`src/rtl/shm_pkg.sv`:
```
// ---------------------------------------------------------------------------
// shm_pkg - shared definitions for the sensor health monitor
// Types, field layouts, register indexes and controller/datapath interface.
// ---------------------------------------------------------------------------
package shm_pkg;

    localparam int SENSORS = 5;
    localparam int IDX_W   = (SENSORS > 1) ? $clog2(SENSORS) : 1;

    localparam logic [31:0] ALL_ONES32 = 32'hFFFF_FFFF;
    localparam logic [7:0]  RUN_MAX    = 8'hFF;

    // configuration reset values
    localparam logic [7:0]  FAULT_TH_RST  = 8'd3;
    localparam logic [7:0]  RECOV_TH_RST  = 8'd3;
    localparam logic [31:0] SHORT_FRESH_RST = 32'd300;
    localparam logic [31:0] LONG_FRESH_RST  = 32'd1000;

    // request data layout, lowest bit first
    localparam int IN_SENSOR_LO = 0;
    localparam int IN_NOW_LO    = 3;
    localparam int IN_BUS_LO    = 35;
    localparam int IN_PV_LO     = 37;
    localparam int IN_SV_LO     = 69;
    localparam int IN_DATA_W    = 88;

    // report data layout, lowest bit first
    localparam int OUT_ID_LO     = 0;
    localparam int OUT_HEALTH_LO = 3;
    localparam int OUT_AGE_LO    = 6;
    localparam int OUT_MAIN_LO   = 38;
    localparam int OUT_AUX_LO    = 70;
    localparam int OUT_GOOD_LO   = 86;
    localparam int OUT_BAD_LO    = 118;
    localparam int OUT_STAT_LO   = 150;
    localparam int OUT_DATA_W    = 152;

    typedef enum logic [2:0] {
        H_STARTING   = 3'd0,
        H_HEALTHY    = 3'd1,
        H_DEGRADED   = 3'd2,
        H_FAULTED    = 3'd3,
        H_RECOVERING = 3'd4
    } t_health;

    typedef enum logic [1:0] {
        CFG_FAULT_TH    = 2'd0,
        CFG_RECOV_TH    = 2'd1,
        CFG_SHORT_FRESH = 2'd2,
        CFG_LONG_FRESH  = 2'd3
    } t_cfg_idx;

    localparam logic [1:0] BUS_OK = 2'd0;

    typedef struct packed {
        logic             capture;
        logic             do_read;
        logic             do_refresh;
        logic [IDX_W-1:0] idx;
    } t_cmd;

    typedef struct packed {
        logic is_refresh;
        logic sensor_ok;
        logic slot_free;
    } t_stat;

endpackage

```
`src/rtl/shm_ctrl.sv`:
```
// ---------------------------------------------------------------------------
// shm_ctrl - sequencer of the sensor health monitor
// Accepts one request at a time, then either applies a read result or walks
// every sensor record, one report per step.
// ---------------------------------------------------------------------------
module shm_ctrl (
    input  logic           i_clk,
    input  logic           i_rst_n,
    input  logic           i_s_tvalid,
    output logic           o_s_tready,
    input  shm_pkg::t_stat i_stat,
    output shm_pkg::t_cmd  o_cmd
);

    typedef enum logic {
        S_IDLE,
        S_RUN
    } t_state;

    t_state                    r_state, n_state;
    logic [shm_pkg::IDX_W-1:0] r_walk, n_walk;
    logic                      accept;
    logic                      walk_end;

    assign o_s_tready = (r_state == S_IDLE);
    assign accept     = i_s_tvalid && o_s_tready;
    assign walk_end   = (r_walk == shm_pkg::IDX_W'(shm_pkg::SENSORS - 1));

    always_comb begin
        n_state          = r_state;
        n_walk           = r_walk;
        o_cmd.capture    = accept;
        o_cmd.do_read    = 1'b0;
        o_cmd.do_refresh = 1'b0;
        o_cmd.idx        = r_walk;
        case (r_state)
            S_IDLE: begin
                if (accept) begin
                    n_state = S_RUN;
                    n_walk  = '0;
                end
            end
            S_RUN: begin
                if (!i_stat.is_refresh) begin
                    o_cmd.do_read = i_stat.sensor_ok;
                    n_state       = S_IDLE;
                end else if (i_stat.slot_free) begin
                    // one report per step, held back while the output is full
                    o_cmd.do_refresh = 1'b1;
                    if (walk_end) begin
                        n_state = S_IDLE;
                    end else begin
                        n_walk = r_walk + 1'b1;
                    end
                end
            end
            default: begin
                n_state = S_IDLE;
            end
        endcase
    end

    always_ff @(posedge i_clk) begin
        if (!i_rst_n) begin
            r_state <= S_IDLE;
            r_walk  <= '0;
        end else begin
            r_state <= n_state;
            r_walk  <= n_walk;
        end
    end

endmodule

```
`src/rtl/shm_dp.sv`:
```
// ---------------------------------------------------------------------------
// shm_dp - datapath of the sensor health monitor
// Configuration registers, per-sensor records, update logic for read results
// and refresh steps, and the report output register.
// ---------------------------------------------------------------------------
module shm_dp (
    input  logic                             i_clk,
    input  logic                             i_rst_n,
    // configuration write
    input  logic                             i_cfg_valid,
    input  logic [1:0]                       i_cfg_index,
    input  logic [31:0]                      i_cfg_data,
    // request payload
    input  logic [shm_pkg::IN_DATA_W-1:0]    i_s_tdata,
    input  logic                             i_s_tuser,
    // report side
    input  logic                             i_m_tready,
    output logic                             o_m_tvalid,
    output logic [shm_pkg::OUT_DATA_W-1:0]   o_m_tdata,
    output logic                             o_m_tlast,
    // controller link
    input  shm_pkg::t_cmd                    i_cmd,
    output shm_pkg::t_stat                   o_stat
);

    localparam int S = shm_pkg::SENSORS;
    localparam int W = shm_pkg::IDX_W;

    // configuration
    logic [7:0]  r_fault_th;
    logic [7:0]  r_recov_th;
    logic [31:0] r_short_fresh;
    logic [31:0] r_long_fresh;

    // captured request
    logic        r_kind;
    logic [2:0]  r_sensor;
    logic [31:0] r_now;
    logic [1:0]  r_bus;
    logic [31:0] r_pv;
    logic [15:0] r_sv;

    // per-sensor records
    shm_pkg::t_health r_health [S];
    logic [7:0]       r_fail_run [S];
    logic [7:0]       r_ok_run [S];
    logic [31:0]      r_good [S];
    logic [31:0]      r_bad [S];
    logic [31:0]      r_stamp [S];
    logic [31:0]      r_main [S];
    logic [15:0]      r_aux [S];
    logic [1:0]       r_recent [S];
    logic [31:0]      r_age [S];

    // report register
    logic                            r_m_valid;
    logic [shm_pkg::OUT_DATA_W-1:0]  r_m_data;
    logic                            r_m_last;

    logic [W-1:0]     sel;
    logic             is_last_sensor;
    logic [7:0]       cur_fail, cur_ok;
    logic [31:0]      cur_good, cur_bad, cur_stamp;
    logic [7:0]       ok_inc, fail_inc;
    logic [31:0]      good_inc, bad_inc;
    shm_pkg::t_health rd_health;
    logic [31:0]      limit;
    logic [31:0]      age_calc;
    shm_pkg::t_health rf_health;
    logic [31:0]      rf_age;

    assign sel            = r_kind ? i_cmd.idx : W'(r_sensor);
    assign is_last_sensor = (sel == W'(S - 1));

    assign cur_fail  = r_fail_run[sel];
    assign cur_ok    = r_ok_run[sel];
    assign cur_good  = r_good[sel];
    assign cur_bad   = r_bad[sel];
    assign cur_stamp = r_stamp[sel];

    assign ok_inc   = (cur_ok == shm_pkg::RUN_MAX) ? cur_ok : cur_ok + 8'd1;
    assign fail_inc = (cur_fail == shm_pkg::RUN_MAX) ? cur_fail : cur_fail + 8'd1;
    assign good_inc = (cur_good == shm_pkg::ALL_ONES32) ? cur_good : cur_good + 32'd1;
    assign bad_inc  = (cur_bad == shm_pkg::ALL_ONES32) ? cur_bad : cur_bad + 32'd1;

    // read result outcome
    always_comb begin
        if (r_bus == shm_pkg::BUS_OK) begin
            rd_health = (ok_inc >= r_recov_th) ? shm_pkg::H_HEALTHY
                                               : shm_pkg::H_RECOVERING;
        end else if (fail_inc >= r_fault_th) begin
            rd_health = shm_pkg::H_FAULTED;
        end else if (cur_good != 32'd0) begin
            rd_health = shm_pkg::H_DEGRADED;
        end else begin
            rd_health = shm_pkg::H_STARTING;
        end
    end

    // refresh step outcome
    assign limit    = is_last_sensor ? r_long_fresh : r_short_fresh;
    assign age_calc = (r_now >= cur_stamp) ? r_now - cur_stamp : 32'd0;

    always_comb begin
        rf_health = r_health[sel];
        rf_age    = age_calc;
        if (cur_good == 32'd0) begin
            rf_health = shm_pkg::H_STARTING;
            rf_age    = shm_pkg::ALL_ONES32;
        end else if ((age_calc >= limit) && (cur_fail >= r_fault_th)) begin
            rf_health = shm_pkg::H_FAULTED;
        end
    end

    assign o_stat.is_refresh = r_kind;
    assign o_stat.sensor_ok  = (32'(r_sensor) < 32'(S));
    assign o_stat.slot_free  = !r_m_valid || i_m_tready;

    always_ff @(posedge i_clk) begin
        if (!i_rst_n) begin
            r_fault_th    <= shm_pkg::FAULT_TH_RST;
            r_recov_th    <= shm_pkg::RECOV_TH_RST;
            r_short_fresh <= shm_pkg::SHORT_FRESH_RST;
            r_long_fresh  <= shm_pkg::LONG_FRESH_RST;
            r_m_valid     <= 1'b0;
            for (int i = 0; i < S; i++) begin
                r_health[i]   <= shm_pkg::H_STARTING;
                r_fail_run[i] <= '0;
                r_ok_run[i]   <= '0;
                r_good[i]     <= '0;
                r_bad[i]      <= '0;
                r_stamp[i]    <= '0;
                r_main[i]     <= '0;
                r_aux[i]      <= '0;
                r_recent[i]   <= '0;
                r_age[i]      <= '0;
            end
        end else begin
            if (i_cfg_valid) begin
                case (shm_pkg::t_cfg_idx'(i_cfg_index))
                    shm_pkg::CFG_FAULT_TH:    r_fault_th    <= i_cfg_data[7:0];
                    shm_pkg::CFG_RECOV_TH:    r_recov_th    <= i_cfg_data[7:0];
                    shm_pkg::CFG_SHORT_FRESH: r_short_fresh <= i_cfg_data;
                    shm_pkg::CFG_LONG_FRESH:  r_long_fresh  <= i_cfg_data;
                    default: ;
                endcase
            end

            if (i_cmd.do_read) begin
                r_recent[sel] <= r_bus;
                r_health[sel] <= rd_health;
                if (r_bus == shm_pkg::BUS_OK) begin
                    r_main[sel]     <= r_pv;
                    r_aux[sel]      <= r_sv;
                    r_stamp[sel]    <= r_now;
                    r_good[sel]     <= good_inc;
                    r_fail_run[sel] <= '0;
                    r_ok_run[sel]   <= ok_inc;
                end else begin
                    r_bad[sel]      <= bad_inc;
                    r_fail_run[sel] <= fail_inc;
                    r_ok_run[sel]   <= '0;
                end
            end

            if (i_cmd.do_refresh) begin
                r_health[sel] <= rf_health;
                r_age[sel]    <= rf_age;
                r_m_valid     <= 1'b1;
            end else if (i_m_tready) begin
                r_m_valid <= 1'b0;
            end
        end
    end

    // payload registers
    always_ff @(posedge i_clk) begin
        if (i_cmd.capture) begin
            r_kind   <= i_s_tuser;
            r_sensor <= i_s_tdata[shm_pkg::IN_SENSOR_LO +: 3];
            r_now    <= i_s_tdata[shm_pkg::IN_NOW_LO +: 32];
            r_bus    <= i_s_tdata[shm_pkg::IN_BUS_LO +: 2];
            r_pv     <= i_s_tdata[shm_pkg::IN_PV_LO +: 32];
            r_sv     <= i_s_tdata[shm_pkg::IN_SV_LO +: 16];
        end
        if (i_cmd.do_refresh) begin
            r_m_last <= is_last_sensor;
            r_m_data <= {r_recent[sel], cur_bad, cur_good, r_aux[sel], r_main[sel],
                         rf_age, rf_health, 3'(sel)};
        end
    end

    assign o_m_tvalid = r_m_valid;
    assign o_m_tdata  = r_m_data;
    assign o_m_tlast  = r_m_last;

endmodule

```
`src/rtl/sensor_health_monitor_top.sv`:
```
// ---------------------------------------------------------------------------
// sensor_health_monitor_top - per-sensor health records with refresh reports
//
//   channel  direction  handshake              payload
//   s        in         i_s_tvalid/o_s_tready  i_s_tdata, i_s_tuser (kind)
//   m        out        o_m_tvalid/i_m_tready  o_m_tdata, o_m_tlast
//   cfg      in         i_cfg_valid/o_cfg_ready i_cfg_index, i_cfg_data
//
// a read result is captured, then its record is updated
// a refresh is captured, then walks one record per cycle,
// each step waiting until the single report register is free
// one request is in flight at a time; a stalled report holds the walk
// synchronous active-low reset restores all records and register defaults
// ---------------------------------------------------------------------------
module sensor_health_monitor_top (
    input  logic                            i_clk,
    input  logic                            i_rst_n,
    // request: sensor, now_ms, bus_status, primary_value, secondary_value, pad
    input  logic                            i_s_tvalid,
    output logic                            o_s_tready,
    input  logic [shm_pkg::IN_DATA_W-1:0]   i_s_tdata,
    input  logic                            i_s_tuser,   // kind
    // report: sensor_id, health, age_ms, value_main, value_aux, good_total,
    // bad_total, recent_status
    output logic                            o_m_tvalid,
    input  logic                            i_m_tready,
    output logic [shm_pkg::OUT_DATA_W-1:0]  o_m_tdata,
    output logic                            o_m_tlast,
    // configuration write
    input  logic                            i_cfg_valid,
    output logic                            o_cfg_ready,
    input  logic [1:0]                      i_cfg_index,
    input  logic [31:0]                     i_cfg_data
);

    shm_pkg::t_cmd  cmd;
    shm_pkg::t_stat stat;

    assign o_cfg_ready = 1'b1;

    shm_ctrl u_ctrl (
        .i_clk      (i_clk),
        .i_rst_n    (i_rst_n),
        .i_s_tvalid (i_s_tvalid),
        .o_s_tready (o_s_tready),
        .i_stat     (stat),
        .o_cmd      (cmd)
    );

    shm_dp u_dp (
        .i_clk       (i_clk),
        .i_rst_n     (i_rst_n),
        .i_cfg_valid (i_cfg_valid),
        .i_cfg_index (i_cfg_index),
        .i_cfg_data  (i_cfg_data),
        .i_s_tdata   (i_s_tdata),
        .i_s_tuser   (i_s_tuser),
        .i_m_tready  (i_m_tready),
        .o_m_tvalid  (o_m_tvalid),
        .o_m_tdata   (o_m_tdata),
        .o_m_tlast   (o_m_tlast),
        .i_cmd       (cmd),
        .o_stat      (stat)
    );

    // one request at a time: busy right after a request is taken
    a_busy_after_accept: assert property (@(posedge i_clk) disable iff (!i_rst_n)
        (i_s_tvalid && o_s_tready) |=> !o_s_tready)
        else $error("request taken while previous one still in progress");

    // an intermediate report means the walk is still running
    a_walk_blocks_input: assert property (@(posedge i_clk) disable iff (!i_rst_n)
        (o_m_tvalid && !o_m_tlast) |-> !o_s_tready)
        else $error("input open while a refresh walk is unfinished");

    // the closing report belongs to the last sensor
    a_last_sensor: assert property (@(posedge i_clk) disable iff (!i_rst_n)
        (o_m_tvalid && o_m_tlast) |->
            (o_m_tdata[shm_pkg::OUT_ID_LO +: 3] == 3'(shm_pkg::SENSORS - 1)))
        else $error("tlast on a report that is not for the last sensor");

endmodule

```
`config.mk`:
```
export PLATFORM = sky130hd
export DESIGN_NAME = sensor_health_monitor_top
export DESIGN_NICKNAME = d
export VERILOG_FILES = /design/src/rtl/shm_pkg.sv /design/src/rtl/shm_ctrl.sv /design/src/rtl/shm_dp.sv /design/src/rtl/sensor_health_monitor_top.sv
export SDC_FILE = /design/constraint.sdc
export NUM_CORES = 2
export LEC_CHECK = 0
export ABC_CLOCK_PERIOD_IN_PS = 9770
export BUFFER_PORTS_ARGS = -buffer_cell sky130_fd_sc_hd__buf_2
export CAP_MARGIN = 5
export CORE_MARGIN = 2
export CORE_UTILIZATION = 56
export CTS_CLUSTER_DIAMETER = 30
export DETAILED_ROUTE_END_ITERATION = 8
export HOLD_SLACK_MARGIN = 0.02
export PLACE_DENSITY_LB_ADDON = 0.3
export SYNTH_ARGS = -nofsm -noshare
export SYNTH_HDL_FRONTEND = slang
export SYNTH_SLANG_ARGS = --single-unit
```
`constraint.sdc`:
```
create_clock -name i_clk -period 9.77 [get_ports i_clk]
set_clock_uncertainty 0.2 [all_clocks]
set_input_delay 0.4885 -clock i_clk [delete_from_list [all_inputs] [get_ports i_clk]]
set_output_delay 0.4885 -clock i_clk [all_outputs]
set_load 0.01 [all_outputs]
```
Word level (Yosys, flattened, before mapping)
Memory sizes are Yosys's and may differ from the RTL's. A register that Yosys moved wholly into a read port is not among the register bits.
Index checks and enable logic that the tools add are counted.
{"block": "word_totals", "ramBits": 825, "in_bits": 128, "reg_bits": 324, "output_inout_bits": 156, "n_memories": 9, "word_cells": 151}
{"name": "u_dp.r_bad", "words": 5, "width": 32, "read_ports": 1, "rd_ports_with_merged_regs": 0, "write_ports": 5, "line": "shm_dp.sv:48", "source": "logic [31:0] r_bad [S];"}
{"name": "u_dp.r_good", "words": 5, "width": 32, "read_ports": 1, "rd_ports_with_merged_regs": 0, "write_ports": 5, "line": "shm_dp.sv:47", "source": "logic [31:0] r_good [S];"}
{"name": "u_dp.r_main", "words": 5, "width": 32, "read_ports": 1, "rd_ports_with_merged_regs": 1, "write_ports": 5, "line": "shm_dp.sv:50", "source": "logic [31:0] r_main [S];"}
{"name": "u_dp.r_stamp", "words": 5, "width": 32, "read_ports": 1, "rd_ports_with_merged_regs": 0, "write_ports": 5, "line": "shm_dp.sv:49", "source": "logic [31:0] r_stamp [S];"}
{"name": "u_dp.r_aux", "words": 5, "width": 16, "read_ports": 1, "rd_ports_with_merged_regs": 1, "write_ports": 5, "line": "shm_dp.sv:51", "source": "logic [15:0] r_aux [S];"}
{"name": "u_dp.r_fail_run", "words": 5, "width": 8, "read_ports": 1, "rd_ports_with_merged_regs": 0, "write_ports": 5, "line": "shm_dp.sv:45", "source": "logic [7:0] r_fail_run [S];"}
{"name": "+3 memories"}
{"block": "classes", "n_lt_le_gt_ge": 6, "reduce_logical": 23, "n_eq_ne": 13, "add_sub_neg": 6, "n_bitwise": 4, "muxes": 74}
{"op": "$mux W32", "n": 8}
{"op": "$reduce_or A32 Y1", "n": 4}
{"op": "$add A32 B1 Y32 const B", "n": 2}
{"op": "$eq A32 B32 Y1 const B", "n": 2}
{"op": "$ge A32 B32 Y1", "n": 2}
{"op": "$mux W3", "n": 21}
{"op": "$mux W8", "n": 6}
{"op": "$mux W1", "n": 33}
{"op": "$logic_not A32 Y1", "n": 1}
{"op": "$reduce_bool A32 Y1", "n": 1}
{"op": "$sub A32 B32 Y32", "n": 1}
{"op": "$ge A8 B8 Y1", "n": 3}
{"op": "$add A8 B1 Y8 const B", "n": 2}
{"op": "$eq A8 B8 Y1 const B", "n": 2}
{"op": "$mux W16", "n": 1}
{"op": "$reduce_or A16 Y1", "n": 1}
{"op": "$reduce_or A8 Y1", "n": 2}
{"op": "$reduce_and A2 Y1", "n": 4}
{"op": "$eq A3 B3 Y1 const B", "n": 2}
{"op": "$mux W2", "n": 3}
{"op": "$ne A2 B2 Y1 const B", "n": 3}
{"op": "$pmux W3 S2", "n": 1}
{"op": "$eq A2 B2 Y1 const B", "n": 2}
{"op": "$logic_not A2 Y1", "n": 2}
{"op": "other kinds (14)", "n": 17}

Logic depth before layout (Yosys ltp)
{"block": "depth", "word_depth": 11, "depth_mapped": 32, "ltp_nobuf": 26}

Modules after synthesis
A second synthesis with hierarchy kept.
{"block": "hier_totals", "hier_cells": 5538, "hier_area_um2": 71098.2}
{"mod": "shm_dp", "n_inst": 1, "seq_area_each_um2": 48436.5, "area_per_inst_um2": 70827.9, "cells_per_inst": 5504}
{"mod": "shm_ctrl", "n_inst": 1, "seq_area_each_um2": 80.1, "area_per_inst_um2": 259.0, "cells_per_inst": 32}
{"mod": "sensor_health_monitor_top", "n_inst": 1, "seq_area_each_um2": 0.0, "area_per_inst_um2": 11.3, "cells_per_inst": 2}

Worst setup path after synthesis
OpenSTA, ideal clock, no wires.
{"block": "synth_timing", "path_type": "register -> register", "start": "register u_dp.r_kind", "end": "memory u_dp.r_health[0][2] in the netlist's numbering (data pin)", "arrival_ps": 10249, "period_less_slack_ps": 10590, "setup_ps": 141, "n_path_buf": 5, "stages_incl_launch_ff": 11, "path_slack_ps": -820, "t_required_ps": 9429, "path_cell_list": "edfxtp_1 buf_6 buf_4 buf_2 buf_2 buf_2 nand2_1 nor2b_1 nand2_1 o31ai_1 nor2b_1"}
{"item": "from (decl)", "line": "shm_dp.sv:36", "source": "logic r_kind;"}
{"item": "from (signal assigned)", "line": "shm_dp.sv:179", "source": "r_kind <= i_s_tuser;"}
{"item": "to (decl)", "line": "shm_dp.sv:44", "source": "shm_pkg::t_health r_health [S];"}

==> key figures <==
Outcome
  – Outcome: finished, final reports clean

STA
  – # setup viols final: 0
  – WHS: 0.0865 ns
  – Max Clock Freq: 111 MHz
  – TNS Setup: 0 ns
  – Unrepaired setup endpoints after global routing: false
  – Max-slew headroom: 17.1%
  – Measured slew at the worst slew-check pin: 1.24 ns
  – Slew Viols, Final: 0
  – Final Critical Period: 9.03 ns
  – Post-route clock period utilization: 92.4%
  – Fin. Hold Viols: 0

Yosys
  – Leading area contributor after synthesis: edfxtp_1
  – Synth area leaders: edfxtp_1, and3_1, nor2_1, nand2_1, a222oi_1
  – Netlist Area Pre-Place: 0.0707 mm^2
  – Synth warnings: 0
  – Ys flop type: edfxtp_1
  – Yosys reg bits: 1,644
  – Syn Inst Count: 5,425
  – Synthesized area per cell: 13.0 um^2
  – Post-synth top area share: 66.2%
  – Synth async-reset ratio: 0%
  – Library cells used by synthesis: 105
  – Number of synthesized flops with an enable pin: 1,559
  – Seq/Total Area, Yosys: 68.6%

Min path
  – Hold Crit Depth: 2
  – Min-delay worst type: in2reg

Clocking
  – Clk sinks: 1,644
  – Post-cts resize count: 0
  – CTS Buf Count: 330
  – TritonCTS clock tree: yes
  – CTS H-Tree Depth: 5
  – Post-CTS Repair Setup Buffers: 0
  – Root Driver: clkbuf_16
  – Worst skew pair latency: 0.93 ns
  – Clock Pin Slew Worst Setup and Hold Paths: 0.05 ns
  – Hold_buf cts: 124
  – Max Root-Sink Buffers: 4

Setup path
  – Worst Setup End Kind: register
  – CP required: 10.21 ns
  – Worst Path Class, Setup: reg2reg
  – Worst EP arrival: 9.47 ns
  – CP Launch Type: register
  – Crit-path max FO: 59
  – Worst Reg-to-Reg Cells: 27

Drt
  – DR iter-0 viols: 7,252
  – Via density: 6.16
  – Vias: 51,021
  – Residual DRC: 0
  – Number of detailed-route iterations in the first pass: 9
  – Routed Antenna Nets: 0
  – Per-cell routed wire length: 24.3 um
  – Routed WL: 201,000 um

Layout
  – Commonest non-fill, non-tap cell in the layout: edfxtp_1
  – Commonest non-fill, non-tap cells in the layout: edfxtp_1, nor2_1, conb_1, nand2_1, and3_1
  – Total Nets Final: 6,602
  – Share of cells above drive strength 1: 15.5%
  – Filler cells: 8,218
  – Layout Cells excl Fill: 8,284
  – Area Growth Syn to Fin: 24.0%

Job
  – Max_cap viols: 0

Global route
  – Largest net degree at the start of global routing: 326
  – Vias in the first global route: 51,849
  – Initial antenna violation count: 4
  – Congestion Overflow GR: 0
  – First-pass GRT wire length: 301,000 um
  – Gr usage total: 30.6%

Pwr
  – Lkg Pwr: 34.8 nW
  – PD cells: 238 mW/mm^2
  – VDD IR max: 0.196 mV
  – Overall power: 20.9 mW

Floorplan
  – Die width: 359 um
  – Initial Util: 56.4%
  – Die Span Y: 359 um
  – Core Region: 0.125 mm^2
  – Die area: 0.129 mm^2
  – I/O pin total: 284
  – # rows: 130

Placement
  – Placed instance count: 7,572
  – Final HPWL DP: 114,000 um
  – Placer Congestion: 0.913
  – IO Port Bufs: 279
==> cell families (layout without fill, tap and decap cells) <==
family | count (synthesis) | count (layout) | synth area share, %
AO/OA/AOI/OAI | 1087 | 1087 | 10.8
XOR/XNOR | 72 | 72 | 0.891
adder cells (fa/ha/maj) | 96 | 96 | 1.71
buffers and inverters | 550 | 1272 | 3.21
flip-flops | 1644 | 1644 | 68.6
multiplexers | 108 | 108 | 1.56
other | 2 | 489 | 0.0106
AND/OR/NAND/NOR | 1866 | 1866 | 13.3
==> sequential cells by signal, indices dropped and copies added, names as in the netlist, 8 cells and up <==
register            flops
u_dp.o_m_tdata        152
u_dp.r_aux            128
u_dp.r_bad            256
u_dp.r_fail_run        64
u_dp.r_fault_th         8
u_dp.r_good           256
u_dp.r_health          24
u_dp.r_long_fresh      32
u_dp.r_main           256
u_dp.r_now             32
u_dp.r_ok_run          64
u_dp.r_pv              32
u_dp.r_recent          16
u_dp.r_recov_th         8
u_dp.r_short_fresh     32
u_dp.r_stamp          256
u_dp.r_sv              16
==> routing by layer <==
layer | track usage [%] | share of wire (%) | vias to the layer above | wire [um]
li1 | - | - | 22287 | -
met1 | 37.3 | 36 | 24688 | 71900
met2 | 50.7 | 48 | 3316 | 97500
met4 | 16.4 | 5.2 | 4 | 10400
met5 | 0 | 0.013 | - | 27
met3 | 7.21 | 11 | 726 | 21300
==> critical path, cell delays in order (launching register included) <==
cell and delay (ns):
edfxtp_1 0.73, buf_12 0.32, nand2b_1 0.25, o32a_1 0.72, inv_6 0.37, a222oi_1 0.39
o21ai_0 0.14, a221oi_1 0.29, ha_1 0.21, nand3_1 0.13, a211oi_1 0.29, o31ai_1 0.19
a211oi_1 0.42, nor3_1 0.11, o211ai_1 0.28, nand2_1 0.45, buf_12 0.34, nor2_1 0.15
ha_1 0.27, a21o_1 0.18, a21o_1 0.17, a21o_1 0.20, a211oi_1 0.32, o21ai_0 0.14
a21oi_1 0.56, o21ai_0 0.17, a22oi_1 0.54, inv_1 0.15
==> synthesized netlist by cell type (8+ instances only) <==
cell	n
dfxtp_1	85
edfxtp_1	1559
a211oi_1	21
buf_4	24
a21oi_1	174
nor4b_1	10
or3_1	9
nand2b_1	29
nor3_1	55
mux2i_1	99
nand4_1	74
a222oi_1	173
and2_1	20
o22ai_1	36
buf_1	23
nor2b_1	18
xor2_1	19
and3b_1	11
o21ai_0	288
mux2_2	8
nand3_1	101
o21a_1	8
xnor2_1	53
inv_1	167
nor4_2	13
and3_1	442
o211ai_1	21
buf_2	45
and4_1	11
a22oi_1	98
nand2_1	466
o31ai_1	9
o21ai_1	9
nor2_1	516
a31oi_1	17
nor4_1	32
a221oi_1	13
ha_1	95
clkbuf_1	279
a21o_1	37
a21boi_0	66
or2_2	12
a22o_1	29
==> layout make-up <==
type	count	area (um^2)	share of cell area [%]
tap	1650	2060	2.35
timing repair buffer	517	3580	4.09
antenna	2	5.00	0.00571
clock buffer	361	8560	9.77
multi-input combinational	3716	21900	25.0
clock inverter	225	2360	2.69
inverter	169	649	0.741
sequential	1644	48500	55.3
==> final timing paths <==
check                         startpoint                endpoint  slack (ns)
setup reg to reg             u_dp.r_kind     u_dp.r_health[6][0]        0.74
setup / recovery             u_dp.r_kind     u_dp.r_health[6][0]        0.74
hold reg to reg   u_dp.r_short_fresh[11]  u_dp.r_short_fresh[11]        0.26
hold / removal             i_s_tdata[72]            u_dp.r_sv[3]        0.09
==> where the power goes <==
group          switching (mW)  leakage [nW]  internal, mW
logic                    1.13          13.1         0.509
registers               0.154          16.4          8.14
clock network            3.73          5.27          7.23
==> per-stage QoR <==
stage	instance area [um^2]	util, %	setup slack [ns]
after floorplan	72600	-	2.60
after global placement	75500	60.2	1.20
after detailed placement	75500	60.2	1.02
after CTS	87700	69.9	0.970
after global routing	87700	69.9	0.266
final	87700	69.9	0.740
(Power assumes the default switching activity.)
